File: config.mk
export PLATFORM = sky130hd
export DESIGN_NAME = dpbp_lateral
export DESIGN_NICKNAME = d
export VERILOG_FILES = /design/src/rtl/dpbp_pkg.sv /design/src/rtl/dpbp_lateral.sv
export SDC_FILE = /design/constraint.sdc
export NUM_CORES = 2
export LEC_CHECK = 0
export BUFFER_PORTS_ARGS = -buffer_cell sky130_fd_sc_hd__buf_4
export CORE_ASPECT_RATIO = 1.25
export CORE_UTILIZATION = 49
export CTS_CLUSTER_DIAMETER = 100
export CTS_CLUSTER_SIZE = 40
export DETAILED_ROUTE_END_ITERATION = 6
export GPL_ROUTABILITY_DRIVEN = 1
export PLACE_DENSITY = 0.67
export SLEW_MARGIN = 0
export SYNTH_ARGS = -nofsm -noshare
export SYNTH_HDL_FRONTEND = slang
export SYNTH_SLANG_ARGS = --single-unit
File: constraint.sdc
create_clock -name clk -period 6.55 [get_ports clk]
set_input_delay 0.3275 -clock clk [delete_from_list [all_inputs] [get_ports clk]]
set_output_delay 0.3275 -clock clk [all_outputs]
set_load 0.05 [all_outputs]
File: src/rtl/dpbp_pkg.sv
// ----------------------------------------------------------------------------
// dpbp_pkg
// Shared widths, register map, reset values and types of the depth pixel
// back-projection core.
// ----------------------------------------------------------------------------
package dpbp_pkg;

	// input field widths
	localparam int COORD_BITS = 12;
	localparam int DEPTH_BITS = 16;

	// register widths
	localparam int CENTER_BITS = 16;
	localparam int RECIP_BITS  = 24;
	localparam int DATA_BITS   = 32;
	localparam int ADDR_BITS   = 5;
	localparam int OUT_BITS    = 32;

	// depth path: Z = (d * recip + 128) >> 8
	localparam int ZPROD_BITS = DEPTH_BITS + RECIP_BITS;
	localparam int Z_BITS     = ZPROD_BITS - 8;

	// lateral path widths
	localparam int POS_BITS   = COORD_BITS + 4;
	localparam int MAG_BITS   = (POS_BITS > CENTER_BITS) ? POS_BITS : CENTER_BITS;
	localparam int MPROD_BITS = MAG_BITS + RECIP_BITS;
	localparam int M_BITS     = MPROD_BITS - 12;
	localparam int P_BITS     = M_BITS + Z_BITS;
	localparam int R_BITS     = P_BITS - 16;

	// register map, index = paddr[4:2]
	typedef enum logic [2:0] {
		REG_PRINCIPAL_X       = 3'd0,
		REG_PRINCIPAL_Y       = 3'd1,
		REG_INVERSE_FOCAL_X   = 3'd2,
		REG_INVERSE_FOCAL_Y   = 3'd3,
		REG_DEPTH_SCALE_RECIP = 3'd4
	} dpbp_reg_t;

	// reset values: default camera
	localparam logic [CENTER_BITS-1:0] RST_PRINCIPAL_X       = 16'd5098;
	localparam logic [CENTER_BITS-1:0] RST_PRINCIPAL_Y       = 16'd4085;
	localparam logic [RECIP_BITS-1:0]  RST_INVERSE_FOCAL_X   = 24'd32432;
	localparam logic [RECIP_BITS-1:0]  RST_INVERSE_FOCAL_Y   = 24'd32485;
	localparam logic [RECIP_BITS-1:0]  RST_DEPTH_SCALE_RECIP = 24'd3355;

	// configuration seen by the datapath
	typedef struct packed {
		logic [CENTER_BITS-1:0] principal_x;
		logic [CENTER_BITS-1:0] principal_y;
		logic [RECIP_BITS-1:0]  inverse_focal_x;
		logic [RECIP_BITS-1:0]  inverse_focal_y;
		logic [RECIP_BITS-1:0]  depth_scale_recip;
	} dpbp_cfg_t;

	// per-stage advance enables
	typedef struct packed {
		logic s1;
		logic s2;
		logic s3;
		logic s4;
		logic s5;
	} dpbp_adv_t;

endpackage

File: src/rtl/dpbp_lateral.sv
// ----------------------------------------------------------------------------
// dpbp_lateral
// One lateral axis: offset from the principal point, scaling by the inverse
// focal length, multiplication by Z, rounding and saturation.
// ----------------------------------------------------------------------------
module dpbp_lateral (
	input  logic                             clk,
	input  dpbp_pkg::dpbp_adv_t              adv,
	input  logic [dpbp_pkg::COORD_BITS-1:0]  pix,
	input  logic [dpbp_pkg::CENTER_BITS-1:0] center,
	input  logic [dpbp_pkg::RECIP_BITS-1:0]  inv_focal,
	input  logic [dpbp_pkg::Z_BITS-1:0]      z_s3,
	output logic [dpbp_pkg::OUT_BITS-1:0]    coord_s5
);
	import dpbp_pkg::*;

	logic [MAG_BITS-1:0]   pos;
	logic [MAG_BITS-1:0]   ctr;
	logic                  neg_s1, neg_s2, neg_s3, neg_s4;
	logic [MAG_BITS-1:0]   mag_s1;
	logic [MPROD_BITS-1:0] mprod_s2;
	logic [MPROD_BITS-1:0] mround;
	logic [M_BITS-1:0]     m_s3;
	logic [P_BITS-1:0]     p_s4;
	logic [P_BITS-1:0]     pround;
	logic [R_BITS-1:0]     r;
	logic [OUT_BITS-1:0]   coord;

	// offset in sixteenths of a pixel, as sign and magnitude
	assign pos = MAG_BITS'({pix, 4'b0000});
	assign ctr = MAG_BITS'(center);

	always_ff @(posedge clk) begin
		if (adv.s1) begin
			neg_s1 <= pos < ctr;
			mag_s1 <= (pos < ctr) ? (ctr - pos) : (pos - ctr);
		end
	end

	// scale by the inverse focal length
	always_ff @(posedge clk) begin
		if (adv.s2) begin
			neg_s2   <= neg_s1;
			mprod_s2 <= MPROD_BITS'(mag_s1) * MPROD_BITS'(inv_focal);
		end
	end

	// round to Q.16 (the add cannot carry out of the product width)
	assign mround = mprod_s2 + MPROD_BITS'(2048);

	always_ff @(posedge clk) begin
		if (adv.s3) begin
			neg_s3 <= neg_s2;
			m_s3   <= mround[MPROD_BITS-1:12];
		end
	end

	// multiply by unsaturated Z
	always_ff @(posedge clk) begin
		if (adv.s4) begin
			neg_s4 <= neg_s3;
			p_s4   <= P_BITS'(m_s3) * P_BITS'(z_s3);
		end
	end

	// round half away from zero, apply sign and saturate
	assign pround = p_s4 + P_BITS'(32768);
	assign r      = pround[P_BITS-1:16];

	always_comb begin
		if (neg_s4) begin
			if (r > R_BITS'(33'h0_8000_0000))
				coord = 32'h8000_0000;
			else
				coord = 32'd0 - r[OUT_BITS-1:0];
		end else begin
			if (r > R_BITS'(32'h7FFF_FFFF))
				coord = 32'h7FFF_FFFF;
			else
				coord = r[OUT_BITS-1:0];
		end
	end

	always_ff @(posedge clk) begin
		if (adv.s5) begin
			coord_s5 <= coord;
		end
	end

endmodule

# After elaboration in Yosys (flattened, before gate mapping)
# Cells that the tools add are included.
[word_totals]
regBits = 180
input_bits = 90
output_inout_bits = 32
word_cells = 23
[classes]
add_sub_neg = 5
multipliers = 2
n_lt_le_gt_ge = 3
n_mux = 4
[op_table]
columns = ["operator", "n"]
rows = [
  ["32-bit two-way mux", 3],
  ["60-bit by 16-bit adder with 60-bit output, second input constant", 1],
  ["28-bit by 32-bit multiplier with 60-bit output", 1],
  ["44-bit by 31-bit greater-than comparator with 1-bit output, second input constant", 1],
  ["44-bit by 32-bit greater-than comparator with 1-bit output, second input constant", 1],
  ["40-bit by 12-bit adder with 40-bit output, second input constant", 1],
  ["16-bit by 24-bit multiplier with 40-bit output", 1],
  ["1-bit by 32-bit subtractor with 32-bit output, first input constant", 1],
  ["16-bit subtractor", 2],
  ["16-bit less-than comparator", 1],
  ["16-bit two-way mux", 1],
]

# Depth between registers and ports, before layout
[logic_depth]
ltp_word = 4
ltp_mapped = 29
depth_no_buf = 26

# Worst setup path before layout
# Ideal clock, no wire load.
[synth_path]
kind = "input to register"
start = "input z_s3[27] (netlist bit)"
end = "register p_s4[55], data pin"
setup_ps = 259
t_arrival_ps = 6789
required_time_ps = 6291
setup_slack_ps = -498
cell_stages = 26
n_path_buf = 2
cell_sequence = "clkbuf_1 > clkbuf_1 > nand2_1 > fa_1 > inv_1 > fa_1 > inv_1 > fa_1 > inv_1 > fa_1 > inv_1 > fa_1 > fa_1 > fa_1 > inv_1 > ha_1 > and3_1 > nor3b_1 > inv_1 > o21ai_0 > a221oi_1 > o21ai_0 > a21oi_1 > o21bai_1 > a311oi_1 > a211o_1"
[synth_between]
elab_chain_len = 1
[synth_rtl]
columns = ["element", "line", "source"]
rows = [
  ["start: declaration", "dpbp_lateral.sv:12", "input logic [dpbp_pkg::Z_BITS-1:0] z_s3,"],
  ["28-bit by 32-bit multiplier with 60-bit output", "dpbp_lateral.sv:62", "p_s4 <= P_BITS'(m_s3) * P_BITS'(z_s3);"],
  ["end signal: assignment", "dpbp_lateral.sv:62", ""],
  ["end: declaration", "dpbp_lateral.sv:24", "logic [P_BITS-1:0] p_s4;"],
]
# No other way between the ends.
# A chain may end at the register's enable or synchronous reset.

# Worst setup path in the final report
[layout_path]
start = "register m_s3[2]"
end = "register p_s4[56], data pin"
[layout_between]
elab_chain_len = 1
[layout_rtl]
columns = ["element", "line", "source"]
rows = [
  ["start: declaration", "dpbp_lateral.sv:23", "logic [M_BITS-1:0] m_s3;"],
  ["start signal: assignment", "dpbp_lateral.sv:54", "m_s3 <= mround[MPROD_BITS-1:12];"],
  ["28-bit by 32-bit multiplier with 60-bit output", "dpbp_lateral.sv:62", ""],
]
# No other way between the ends.

==> Flow_metrics.wiki <==
{| class="wikitable"
! Metric !! Value
|-
| H-tree depth reported by CTS || 4
|-
| Most used cells in the layout excluding fill and tap cells || 1195 x sky130_fd_sc_hd__inv_1, 1052 x sky130_fd_sc_hd__fa_1, 781 x sky130_fd_sc_hd__nand2_1
|-
| Ordered list of cells on the worst path || buf_12 > buf_8 > and2_4 > fa_1 > fa_1 > fa_1 > inv_1 > fa_1 > inv_2 > fa_1 > fa_1 > fa_1 > ha_4 > a21oi_2 > o21ai_2 > nand2b_1 > o31a_1 > o41a_1 > a221oi_2 > buf_4 > a21oi_4 > a311oi_2 > xnor2_1
|-
| Hold Path Sink || mag_s1[0]
|-
| Startpoint of the lowest-slack hold path || center[0]
|-
| CTS sink cnt || 154
|-
| DR pass1 iterations || 5
|-
| Inserted Clock Buffers || 17
|-
| Total Routed Length || 120000 um
|-
| Post-detailed-route wirelength per cell || 17.3 um
|-
| Clock transition at path regs || 0.07 ns
|-
| Share of the clock period used by the worst path after layout || 107%
|-
| Worst reg2reg path depth || 23
|-
| Final hold viol count || 0
|-
| Chip Width || 284 um
|-
| Worst R2R End || p_s4[56]
|-
| Flop and latch count out of synthesis || 154
|-
| Worst-margin pin slew || 1.03 ns
|-
| First-pass GRT wire length || 199000 um
|-
| Critical path launch point type || register
|-
| Area share of the leading cell type in the synthesized netlist || 44.6%
|-
| Worst hold-check path type || in -> reg
|-
| Source of the worst register-to-register timing path || m_s3[2]
|-
| Number of buffers added on ports || 121
|-
| Max Clock Freq || 0.142 GHz
|-
| Drt drc || 0
|-
| Number of nets still failing antenna checks after routing || 0
|-
| Pin count of the biggest net entering global routing || 47
|-
| Total number of vias || 35900
|-
| Synthesized cell area || 48600 um2
|-
| Relative slew slack || 31.1%
|-
| CTS tree || yes
|-
| Top post-synthesis cells by area || sky130_fd_sc_hd__fa_1 45%, sky130_fd_sc_hd__edfxtp_1 9.5%, sky130_fd_sc_hd__inv_1 9.4%
|-
| Fraction of registers with async set or reset after synthesis || 0%
|-
| Die height || 354 um
|-
| Violations in the final reports || negative setup slack
|-
| Yosys Warn Count || 0
|-
| Net count after synthesis || 6786
|-
| All-Layer GR Usage || 24.8%
|-
| Max Root-Sink Buffers || 2
|-
| Reg2Reg Setup Slack || -0.49 ns
|-
| Number of pins with negative max-slew slack in the final report || 0
|-
| Critical path type || reg -> reg
|-
| Initial detailed-routing violation count || 2033
|-
| Fin nets || 7146
|-
| Critical Path Slowest Stage Cell || sky130_fd_sc_hd__fa_1
|-
| Clock Latency Late Sink || 0.49 ns
|-
| Initial antenna violation count || 6
|-
| Sequential fraction of the synthesis area || 9.51%
|-
| Most common library cell in the layout ignoring fill and taps || sky130_fd_sc_hd__inv_1
|-
| Post-synthesis cell type with the largest combined area || sky130_fd_sc_hd__fa_1
|-
| Core area || 97900 um2
|-
| Worst clock skew on the final layout || 0.0141 ns
|-
| Final setup violation count || 34
|-
| Filler instances || 8411
|-
| Most frequent cell on the critical path || sky130_fd_sc_hd__fa_1
|-
| RSZ-0062 raised after global routing || yes
|-
| Post-synth EDFFs || 154
|-
| Kind of capture point of the worst setup path || register
|-
| Predominant post-synthesis flop cell || sky130_fd_sc_hd__edfxtp_1
|-
| Proportion of layout cells with a drive suffix above 1 || 15.6%
|-
| Number of buffers inserted by hold repair at cts || 0
|-
| Largest incremental delay on the critical path || 0.56 ns
|-
| Number of global-route vias before repair || 38900
|-
| Layout area overhead || 15.3%
|-
| Arrival time of the worst setup path || 7.28 ns
|-
| Die outline area || 101000 um2
|-
| Total half-perimeter wirelength after legalization and detailed placement || 103000 um
|-
| Fin worst setup slack || -0.486 ns
|-
| Clock period minus final worst setup slack || 7.04 ns
|-
| Highest net fanout along the worst path || 8
|-
| Maximum capacitance violations || 0
|-
| Row count || 128
|-
| Post-Syn Area per Cell || 9.24 um2
|-
| Hold Path Stages || 1
|-
| Setup total negative slack || -8.63 ns
|-
| GR Overflow Total || 0
|-
| Number of unique standard cell types used by synthesis || 91
|-
| Clock root buffer master || sky130_fd_sc_hd__clkbuf_16
|-
| Boundary pin count || 122
|-
| Via/cell ratio || 5.18
|-
| Initial standard-cell utilization of the core || 49.7%
|-
| Outcome || finished, violations left
|-
| Hold slack || 0.0619 ns
|-
| Post-Synthesis Cells || 5267
|-
| Required time at the worst-slack endpoint || 6.79 ns
|-
| RD Place Congestion || 0.898
|}
## critical path, delay by kind of cell, from the launching register on
| family | cells | cell delay (ns) |
|---|---|---|
| XOR/XNOR | 1 | 0.09 |
| flip-flops | 1 | 0.43 |
| adder cells (fa/ha/maj) | 8 | 3.71 |
| buffers and inverters | 5 | 0.57 |
| AND/OR/NAND/NOR | 2 | 0.28 |
| AO/OA/AOI/OAI | 7 | 1.69 |
## per-stage QoR
| stage | setup WS, ns | std cells | util (%) | area, um2 |
|---|---|---|---|---|
| final | -0.486 | 6941 | 57.3 | 56100 |
| after global routing | -0.680 | 6940 | 57.3 | 56100 |
| after CTS | -0.466 | 6919 | 56.9 | 55600 |
| after detailed placement | -0.580 | 6843 | 55.3 | 54100 |
| after global placement | -0.499 | 6843 | 55.3 | 54100 |
| after floorplan | -0.0543 | 5267 | - | 49200 |
## repair_timing
action,in CTS,in global routing
pin swaps,117,66
setup endpoints to repair,44,52
gates resized for setup,148,82
buffers inserted,46,25
## registers in the layout (all words and copies together), names as in the netlist
name	cells
coord_s5	32
m_s3	28
mag_s1	16
mprod_s2	29
neg_s1	1
neg_s2	1
neg_s3	1
neg_s4	1
p_s4	45
## per-layer routing
layer,share of wire (%),routed length (um),up-vias,GRT usage (%)
li1,-,-,16400,-
met1,40,48100,18400,30.3
met2,52,63000,909,45.4
met3,4.7,5700,208,3.07
met4,2.8,3400,12,7.47
met5,0.062,74,-,0
## how the worst max path moves through the flow
stage	start	end	slack, ns
3_5_place_dp	m_s3[1]	p_s4[59]	-0.58
5_1_grt	m_s3[6]	p_s4[55]	-0.68
3_3_place_gp	m_s3[1]	p_s4[56]	-0.50
6_report	m_s3[2]	p_s4[56]	-0.49
4_1_cts	m_s3[3]	p_s4[56]	-0.47
2_1_floorplan	m_s3[6]	p_s4[54]	-0.05
## Yosys cell counts, types with 6 or more instances
master,instances
sky130_fd_sc_hd__a211oi_1,13
sky130_fd_sc_hd__a21o_1,50
sky130_fd_sc_hd__a21oi_1,85
sky130_fd_sc_hd__a221oi_1,7
sky130_fd_sc_hd__a221oi_2,12
sky130_fd_sc_hd__a31oi_1,16
sky130_fd_sc_hd__and2_1,590
sky130_fd_sc_hd__and3_1,31
sky130_fd_sc_hd__and4_1,10
sky130_fd_sc_hd__buf_2,6
sky130_fd_sc_hd__clkbuf_1,254
sky130_fd_sc_hd__edfxtp_1,154
sky130_fd_sc_hd__fa_1,1083
sky130_fd_sc_hd__ha_1,346
sky130_fd_sc_hd__inv_1,1214
sky130_fd_sc_hd__mux2i_1,9
sky130_fd_sc_hd__nand2_1,787
sky130_fd_sc_hd__nand2b_1,12
sky130_fd_sc_hd__nand3_1,48
sky130_fd_sc_hd__nand4_1,33
sky130_fd_sc_hd__nor2_1,82
sky130_fd_sc_hd__nor2b_1,7
sky130_fd_sc_hd__nor3_1,40
sky130_fd_sc_hd__nor3_2,6
sky130_fd_sc_hd__nor4_1,8
sky130_fd_sc_hd__o2111ai_1,7
sky130_fd_sc_hd__o211ai_1,6
sky130_fd_sc_hd__o21a_1,11
sky130_fd_sc_hd__o21ai_0,51
sky130_fd_sc_hd__o21ai_1,8
sky130_fd_sc_hd__or2_2,6
sky130_fd_sc_hd__or3_1,7
sky130_fd_sc_hd__xnor2_1,101
sky130_fd_sc_hd__xor2_1,55
## layout make-up
class                           instances  area, um2  share of cell area (%)
Antenna cell                            1       2.50                 0.00446
Clock buffer                           18        429                   0.765
Clock inverter                         14        146                   0.261
Inverter                             1214       4560                    8.13
Multi-Input combinational cell       3626      39300                    70.0
Sequential cell                       154       4620                    8.24
Tap cell                             1300       1630                    2.90
Timing Repair Buffer                  614       5450                    9.71
## cell families after synthesis
logic type	Yosys count	synth area share, %
buffers and inverters	1487	11.6
AOI/OAI and AO/OA	331	4.84
muxes	12	0.255
and+or+nand+nor	1697	17.5
xor gates and xnor gates	157	2.87
DFF	154	9.51
adders and majority gates	1429	53.5
Power is not shown: default switching activity piles up to over one toggle a cycle in this logic, so the estimate is an artifact.
