[config.mk]
export PLATFORM = sky130hd
export DESIGN_NAME = dpbp_regs
export DESIGN_NICKNAME = d
export VERILOG_FILES = /design/src/rtl/dpbp_pkg.sv /design/src/rtl/dpbp_regs.sv
export SDC_FILE = /design/constraint.sdc
export NUM_CORES = 1
export LEC_CHECK = 0
export BUFFER_PORTS_ARGS = -buffer_cell sky130_fd_sc_hd__clkbuf_2
export CAP_MARGIN = 10
export CORE_UTILIZATION = 45
export CTS_CLUSTER_DIAMETER = 100
export CTS_CLUSTER_SIZE = 10
export DETAILED_ROUTE_END_ITERATION = 12
export PLACE_DENSITY = 0.79
export SYNTH_ARGS = -nofsm -noshare
export SYNTH_HDL_FRONTEND = slang
export SYNTH_SLANG_ARGS = --single-unit
[constraint.sdc]
create_clock -name clk -period 1.2 [get_ports clk]
set_input_delay 0.12 -clock clk [delete_from_list [all_inputs] [get_ports clk]]
set_output_delay 0.12 -clock clk [all_outputs]
set_load 0.01 [all_outputs]
[src/rtl/dpbp_pkg.sv]
// ----------------------------------------------------------------------------
// dpbp_pkg
// Shared widths, register map, reset values and types of the depth pixel
// back-projection core.
// ----------------------------------------------------------------------------
package dpbp_pkg;

	// input field widths
	localparam int COORD_BITS = 12;
	localparam int DEPTH_BITS = 16;

	// register widths
	localparam int CENTER_BITS = 16;
	localparam int RECIP_BITS  = 24;
	localparam int DATA_BITS   = 32;
	localparam int ADDR_BITS   = 5;
	localparam int OUT_BITS    = 32;

	// depth path: Z = (d * recip + 128) >> 8
	localparam int ZPROD_BITS = DEPTH_BITS + RECIP_BITS;
	localparam int Z_BITS     = ZPROD_BITS - 8;

	// lateral path widths
	localparam int POS_BITS   = COORD_BITS + 4;
	localparam int MAG_BITS   = (POS_BITS > CENTER_BITS) ? POS_BITS : CENTER_BITS;
	localparam int MPROD_BITS = MAG_BITS + RECIP_BITS;
	localparam int M_BITS     = MPROD_BITS - 12;
	localparam int P_BITS     = M_BITS + Z_BITS;
	localparam int R_BITS     = P_BITS - 16;

	// register map, index = paddr[4:2]
	typedef enum logic [2:0] {
		REG_PRINCIPAL_X       = 3'd0,
		REG_PRINCIPAL_Y       = 3'd1,
		REG_INVERSE_FOCAL_X   = 3'd2,
		REG_INVERSE_FOCAL_Y   = 3'd3,
		REG_DEPTH_SCALE_RECIP = 3'd4
	} dpbp_reg_t;

	// reset values: default camera
	localparam logic [CENTER_BITS-1:0] RST_PRINCIPAL_X       = 16'd5098;
	localparam logic [CENTER_BITS-1:0] RST_PRINCIPAL_Y       = 16'd4085;
	localparam logic [RECIP_BITS-1:0]  RST_INVERSE_FOCAL_X   = 24'd32432;
	localparam logic [RECIP_BITS-1:0]  RST_INVERSE_FOCAL_Y   = 24'd32485;
	localparam logic [RECIP_BITS-1:0]  RST_DEPTH_SCALE_RECIP = 24'd3355;

	// configuration seen by the datapath
	typedef struct packed {
		logic [CENTER_BITS-1:0] principal_x;
		logic [CENTER_BITS-1:0] principal_y;
		logic [RECIP_BITS-1:0]  inverse_focal_x;
		logic [RECIP_BITS-1:0]  inverse_focal_y;
		logic [RECIP_BITS-1:0]  depth_scale_recip;
	} dpbp_cfg_t;

	// per-stage advance enables
	typedef struct packed {
		logic s1;
		logic s2;
		logic s3;
		logic s4;
		logic s5;
	} dpbp_adv_t;

endpackage

[src/rtl/dpbp_regs.sv]
// ----------------------------------------------------------------------------
// dpbp_regs
// APB register file holding the camera intrinsics and depth scale.
// ----------------------------------------------------------------------------
module dpbp_regs (
	input  logic                           clk,
	input  logic                           arst_n,
	input  logic                           psel,
	input  logic                           penable,
	input  logic                           pwrite,
	input  logic [dpbp_pkg::ADDR_BITS-1:0] paddr,
	input  logic [dpbp_pkg::DATA_BITS-1:0] pwdata,
	output logic [dpbp_pkg::DATA_BITS-1:0] prdata,
	output logic                           pready,
	output dpbp_pkg::dpbp_cfg_t            cfg
);
	import dpbp_pkg::*;

	dpbp_cfg_t cfg_q;
	dpbp_reg_t idx;
	logic      wr_en;

	assign idx    = dpbp_reg_t'(paddr[ADDR_BITS-1:2]);
	assign wr_en  = psel && penable && pwrite;
	assign pready = 1'b1;
	assign cfg    = cfg_q;

	// register writes
	always_ff @(posedge clk or negedge arst_n) begin
		if (!arst_n) begin
			cfg_q.principal_x       <= RST_PRINCIPAL_X;
			cfg_q.principal_y       <= RST_PRINCIPAL_Y;
			cfg_q.inverse_focal_x   <= RST_INVERSE_FOCAL_X;
			cfg_q.inverse_focal_y   <= RST_INVERSE_FOCAL_Y;
			cfg_q.depth_scale_recip <= RST_DEPTH_SCALE_RECIP;
		end else if (wr_en) begin
			case (idx)
				REG_PRINCIPAL_X:       cfg_q.principal_x       <= pwdata[CENTER_BITS-1:0];
				REG_PRINCIPAL_Y:       cfg_q.principal_y       <= pwdata[CENTER_BITS-1:0];
				REG_INVERSE_FOCAL_X:   cfg_q.inverse_focal_x   <= pwdata[RECIP_BITS-1:0];
				REG_INVERSE_FOCAL_Y:   cfg_q.inverse_focal_y   <= pwdata[RECIP_BITS-1:0];
				REG_DEPTH_SCALE_RECIP: cfg_q.depth_scale_recip <= pwdata[RECIP_BITS-1:0];
				default: ;
			endcase
		end
	end

	// read mux
	always_comb begin
		case (idx)
			REG_PRINCIPAL_X:       prdata = DATA_BITS'(cfg_q.principal_x);
			REG_PRINCIPAL_Y:       prdata = DATA_BITS'(cfg_q.principal_y);
			REG_INVERSE_FOCAL_X:   prdata = DATA_BITS'(cfg_q.inverse_focal_x);
			REG_INVERSE_FOCAL_Y:   prdata = DATA_BITS'(cfg_q.inverse_focal_y);
			REG_DEPTH_SCALE_RECIP: prdata = DATA_BITS'(cfg_q.depth_scale_recip);
			default:               prdata = '0;
		endcase
	end

endmodule

* Word level (Yosys, flattened, before mapping) *
Cells that the tools add are included.

operators by class
  add/sub/neg operators = 0
  $mul = 0
  divide/modulo/power cells = 0
  $lt $le $gt $ge = 0
  eq/ne operators = 4
  shift-type cells = 0
  mux-type cells = 1
  bitwise operators = 0
  reductions and logical operators = 8

operators with widths
  kind                                                 count
  one-hot mux 24 bit (5 select lines)                  1
  AND reduction 2 bit                                  5
  equality test 3 x 2 -> 1 bit, second input constant  2
  equality test 3 x 1 -> 1 bit, second input constant  1
  equality test 3 bit, second input constant           1
  logical NOT 3 bit                                    1
  logical AND 1 bit                                    2

word-level totals
  bits in registers = 104
  bits in latches = 0
  memory bits (writable) = 0
  ROM bits = 0
  input port bits = 42
  output and inout bits = 137
  logic and storage cells = 18
  memories kept = 0

* Longest topological paths before layout *
Gate-level depths: netlist (run 1).

  depth in word-level cells = 3
  depth in mapped cells = 6
  gate-level depth less buffers = 3

* Least setup slack after synthesis (run 1) *
Ideal clock, no wire load.

  path type = input port to flip-flop
  start point = input port paddr[3] (netlist bit)
  end point = register cfg_q (netlist bit cfg[12])
  setup time = 125 ps
  data arrival time = 1369 ps
  required time = 1075 ps
  slack = -294 ps
  cell stages on the path = 6
  path buffers = 3
  cell sequence = buf_2 -> nor3b_4 -> and4_1 -> buf_6 -> buf_12 -> mux2_4

between the ends
  cells in the longest elaborated chain, start to end = 2

RTL lines
  element                        RTL line         source
  from (decl)                    dpbp_regs.sv:11  input logic [dpbp_pkg::ADDR_BITS-1:0] paddr,
  equality test 3 bit            dpbp_regs.sv:37  case (idx)
  AND reduction 2 bit (no line)  -
  to (decl)                      dpbp_regs.sv:19  dpbp_cfg_t cfg_q;

No other way between the ends.
A chain may end at the register's enable or synchronous reset.

* Worst setup path after layout (run 1) *
  start point = register cfg_q (netlist bit cfg[101])
  end point = output port prdata[13] (netlist bit)

between the ends
  cells in the longest elaborated chain, start to end = 1

RTL lines
  element                              RTL line         source
  one-hot mux 24 bit (5 select lines)  dpbp_regs.sv:50  case (idx)
  to (decl)                            dpbp_regs.sv:13  output logic [dpbp_pkg::DATA_BITS-1:0] prdata,

No other way between the ends.

==> flow_summary.ini, run 1 <==
[outcome]
outcome = finished, violations left
violations = setup timing

[hold_path]
holdPathStages = 2
hold_class = input pin to flop

[grt]
overflow = 0
grt_usage = 0.252
antenna_found_initial = 0
grt_pass1_vias = 4057
grt_max_degree = 46
grt_pass1_wl_mm = 21.9

[sta]
setup-violations-final = 42
rsz0062_at_grt = true
finalMaxSlewViolations = 0
fin_crit_sh = 1.32
timing.final.ws_setup_ps = -387
fin_skew_ps = 0
final_hold_viol_count = 0
max_clock_freq_ghz = 0.630
fin_crit_ps = 1590

[finish]
drive_above_1_share = 0.758
syn_to_final_growth_pct = 44.1
largest_register_ff_count = 104
nNetsFinal = 627
antenna_cells = 0

[clock_tree]
clk_pin_slew_worst_paths_ps = 100
cts_made_buffers = 9
cts_max_level = 3
root_buffer = clkbuf_8
cts_buffer_depth = 2
clock_sinks = 104
cts_tree = done
insertion_delay_ps = 360

[setup_path]
critPathKind = flop to output port
end_kind = output port
r2r_start = cfg[56]
crit_required_ps = 1080
crit_end = prdata[13]
cp-start-kind = flop
crit_arrival_ps = 1470
rrSetupSlack_ps = 160
rr_endpoint = cfg[56]
r2r.worst_path.cells = 3
crit_start = cfg[101]
path_max_fanout = 2

[logic_synthesis]
synth-warning-count = 0
yosysTopAreaCellShare = 0.297
synth.avg_cell_area_sq_um = 14.4
synthCells = 345
synth_area_leader_cell = dfrtp_1
ys_seq_elements = 104
seq_area_frac_synth = 0.535
synthDistinctLibCells = 29
synth_area_sq_mm = 0.00497
synth.area.top_cells = dfrtp_1, dfstp_2, mux2_2

[route]
vias_per_cell = 5.38
drt-total-wl_mm = 14.7
vias = 3925
drt_iter0_drc = 267
ant_nets = 0
first_pass_iters = 5
drc = 0
wl_per_cell_um = 20.2

[flow_run]
max-cap-violations = 0

[floorplan]
rows = 38
initial_core_util = 0.461
die_w_um = 107
die_h_um = 107
core_area_sq_mm = 0.0108
dieArea_sq_mm = 0.0115
io-pin-count = 179

[placement]
dp_slack_ps = -263
place_hpwl_mm = 10.0
port_buffers = 159
globalplace.congestion = 0.810

[power]
clkPwrFrac = 0.182
leakage_uw = 0.00348
ir_drop_mv = 0.925
p_comb_frac = 0.354
intPower_uw = 7530
finalPower_uw = 10900
pwr_density_cell_mw_per_mm2 = 1520
power_switching_uw = 3380
seqPwrFrac = 0.463
switching_share = 0.310
==> per-layer routing <==
layer | vias to the layer above | global-route usage | routed length, um
met5 | - | 0 | 0
met1 | 1985 | 0.319 | 6070
li1 | 1735 | - | -
met3 | 25 | 0.0565 | 947
met2 | 180 | 0.420 | 7390
met4 | 0 | 0.0998 | 312
==> kinds of logic (layout without fill, tap and decap cells) <==
kind of cell,after synthesis,in the layout,share of synthesized area
compound gates,56,56,0.0768
buf+inv,33,271,0.0503
flops,104,104,0.535
simple gates,22,22,0.0312
other cells,2,9,0.00151
mux,128,128,0.305
==> how the worst min path moves through the flow <==
stage                           to  slack (ps)  startpoint
final                      cfg[18]          20  pwdata[18]
after CTS                  cfg[47]         0.3  pwdata[23]
after floorplan           cfg[101]        -180      arst_n
after global routing       cfg[18]          10  pwdata[18]
after detailed placement   cfg[49]          60      arst_n
after global placement     cfg[44]          60      arst_n
==> synthesized netlist by cell type, drive strengths merged <==
cell,instances
a22oi,15
nand2b,1
nand4b,1
inv,1
a2bb2oi,1
nand2,10
o21ai,24
conb,2
nor3b,2
or3,1
nor2,2
mux2i,8
mux2,120
dfrtp,59
clkbuf,4
dfstp,45
nor3,1
and2b,2
a32oi,16
buf,28
nor2b,1
and4,1
==> layout by cell type (no fill, tap or decap), drive strengths merged <==
master	instances
buf	143
mux2	120
clkbuf	118
dfrtp	59
dfstp	45
o21ai	24
a32oi	16
a22oi	15
nand2	10
conb	9
mux2i	8
dlygate4sd3	4
clkinv	3
and2b	2
nor3b	2
clkinvlp	2
nor2	2
a2bb2oi	1
nor2b	1
inv	1
nand2b	1
nand4b	1
or3	1
nor3	1
and4	1
==> metrics by stage <==
stage          area (sq um)  hold WS [ps]   util  setup TNS [ps]  instances
6_report               7160          18.2  0.664           -6360        730
5_1_grt                7160          12.1  0.664           -8760        730
4_1_cts                6720         0.284  0.622           -6690        718
3_5_place_dp           6120          62.9  0.567          -24010        660
3_3_place_gp           6120          60.4  0.567          -18620        660
2_1_floorplan          5030          -176      -           -9940        352
==> final cells by class <==
class / count / area [sq um]
multi-input cells: 215 / 2210
repair buffers: 254 / 1940
flip-flops and latches: 104 / 2660
clock inverters: 5 / 33.8
fillers: 766 / 3630
well taps: 140 / 175
inverters: 1 / 3.75
clock buffers: 11 / 141
==> worst max-delay path: stages (launching register included) <==
cell	delay [ps]
dfrtp_1	400
mux2_4	270
a32oi_2	160
o21ai_1	110
buf_2	150
==> what timing repair did <==
item,4_1_cts,5_1_grt
hold buffers,4,0
endpoints found under the hold margin,34,0
pin swaps,2,8
endpoints found under the setup margin,38,69
buffers inserted,38,16
resized for setup,34,115
gates cloned,0,0
==> power groups by stage <==
stage                     logic (uW)  registers, uW  clock network, uW
after global placement          2690           5020                  0
after global routing            4120           5130               2180
after detailed placement        2750           5080                  0
final                           3870           5060               1990
after CTS                       3320           4970               2040
after floorplan                 1170           5260                  0
Note: power is estimated with default switching activity, not from simulation.
==> inputs of run 2 (changes only) <==
--- a/config.mk
+++ b/config.mk
@@ -7,11 +7,11 @@
 export LEC_CHECK = 0
 export BUFFER_PORTS_ARGS = -buffer_cell sky130_fd_sc_hd__clkbuf_2
 export CAP_MARGIN = 10
-export CORE_UTILIZATION = 45
+export CORE_UTILIZATION = 50
 export CTS_CLUSTER_DIAMETER = 100
 export CTS_CLUSTER_SIZE = 10
 export DETAILED_ROUTE_END_ITERATION = 12
-export PLACE_DENSITY = 0.79
+export PLACE_DENSITY = 0.83
 export SYNTH_ARGS = -nofsm -noshare
 export SYNTH_HDL_FRONTEND = slang
 export SYNTH_SLANG_ARGS = --single-unit
==> constraint.sdc (replaced) <==
create_clock -name clk -period 1.55 [get_ports clk]
set_input_delay 0.155 -clock clk [delete_from_list [all_inputs] [get_ports clk]]
set_output_delay 0.155 -clock clk [all_outputs]
set_load 0.01 [all_outputs]
==> run 2 against run 1 <==
Net effect: the run still ends with setup timing left; power is 27% lower; global-route usage is 0.82 points higher; clock-buffer cell count rose by 1; worst hold slack better by 24 ps; combinational power shrank 40%.
==> flow_summary.ini, run 2 (same netlist as run 1, synthesis figures left out) <==
[finish]
design_area_sq_mm = 0.00646
nNetsFinal = 588
antenna_cells = 0
fillerInstances = 712
mostFrequentLayoutCell = clkbuf_2
syn_to_final_growth_pct = 29.9
drive_above_1_share = 0.735
final_cell_mix = clkbuf_2, mux2_2, dfrtp_1, buf_4, dfstp_2
largest_register_ff_count = 104

[outcome]
outcome = finished, violations left
violations = setup timing

[route]
drt_iter0_drc = 180
wl_per_cell_um = 19.7
first_pass_iters = 4
drt-total-wl_mm = 13.5
vias_per_cell = 5.47
vias = 3739
drc = 0
ant_nets = 0

[setup_path]
critPathMaxStageDelay_ps = 390
crit_required_ps = 1390
path_max_fanout = 2
crit_arrival_ps = 1480
cp_cell_sequence = mux2_4 > a32oi_2 > o21ai_1 > clkbuf_2
end_kind = output port
critPathKind = flop to output port
cp_top_family = flip-flops
slowest_stage = dfrtp_1
cp-start-kind = flop
path_buf_inv = 1

[sta]
setup-violations-final = 9
whs_ps = 42.1
fin_skew_ps = 0
timing.final.ws_setup_ps = -82.6
final_hold_viol_count = 0
max_clock_freq_ghz = 0.613
rsz0062_at_grt = true
fin_crit_sh = 1.05
slew_headroom = 0.612
fin_crit_ps = 1630
setup_tns_ps = -289
finalMaxSlewViolations = 0
worstMarginPinSlew_ps = 582

[clock_tree]
cts_tree = done
clk_pin_slew_worst_paths_ps = 100
clock_sinks = 104
cts_max_level = 3
cts_buffer_depth = 2
cts_made_buffers = 9
root_buffer = clkbuf_8
insertion_delay_ps = 370

[floorplan]
dieArea_sq_mm = 0.0103
die_w_um = 102
core_area_sq_mm = 0.00968
initial_core_util = 0.513
io-pin-count = 179
rows = 36
die_h_um = 102

[grt]
use_met2 = 0.412
met1_usage = 0.344
overflow = 0
antenna_found_initial = 0
busiest_layer = met2
grt_max_degree = 105
grt_util_met3 = 0.0518
grt_pass1_wl_mm = 20.0
grt_usage = 0.261
grt_pass1_vias = 3751

[power]
pwr_density_cell_mw_per_mm2 = 1240
finalPower_uw = 7970
ir_drop_mv = 0.672
leakage_uw = 0.00317

[placement]
placed_area_sq_mm = 0.00602
port_buffers = 159
place_hpwl_mm = 9.19
globalplace.congestion = 0.797

[flow_run]
max-cap-violations = 0

[hold_path]
hold_class = input pin to flop
[run 2: changes by cell type in the layout (fill, tap and decap cells not counted), moves of 2 or more]
cell	previous run	this run
clkbuf_2	107	155
a32oi_1	9	12
o21ai_1	24	16
buf_2	9	3
clkinvlp_4	2	0
buf_6	60	0
dlygate4sd3_1	4	1
buf_8	3	0
mux2_2	85	92
buf_4	66	52
mux2_4	35	28
o21ai_0	0	8
a32oi_2	7	4
[run 2: metal layers]
metal / routed length, um / vias up
met5: 0 / -
met2: 6790 / 148
met1: 5530 / 1900
li1: - / 1664
met4: 353 / 0
met3: 798 / 27
[run 2: what timing repair did]
item | 4_1_cts | 5_1_grt
hold endpoints to repair | 59 | 0
hold buffers | 1 | 0
setup endpoints to repair | 12 | 16
pin swaps | 3 | 6
buffers inserted | 16 | 7
resized for setup | 15 | 13
[run 2: area by class of cell]
| type | count | area [sq um] | area share |
|---|---|---|---|
| Sequential cell | 104 | 2660 | 0.412 |
| Timing Repair Buffer | 215 | 1270 | 0.197 |
| Inverter | 1 | 3.75 | 0.000581 |
| Clock inverter | 4 | 50.0 | 0.00775 |
| Tap cell | 133 | 166 | 0.0258 |
| Clock buffer | 12 | 155 | 0.0240 |
| Multi-Input combinational cell | 215 | 2150 | 0.333 |
[run 2: through the flow]
step                 util  setup WS, ps  instances
finish              0.667         -82.6        684
global route        0.667          -131        684
CTS                 0.657         -56.8        677
detailed placement  0.622         -15.6        644
global placement    0.622          13.8        644
floorplan               -          20.9        352
[run 2: where the power goes]
part	switching [uW]	internal, uW
sequential	436	3420
clock	951	842
combinational	1080	1240
[run 2: worst paths after layout]
kind	from	endpoint	slack, ps	cells past startpoint
min reg2reg	cfg[47]	cfg[47]	540	1
max	cfg[56]	prdata[8]	-80	4
max in group asynchronous	arst_n	cfg[54]	720	3
max reg2reg	cfg[50]	cfg[50]	530	3
min in group asynchronous	arst_n	cfg[99]	360	3
min	pwdata[20]	cfg[20]	40	2
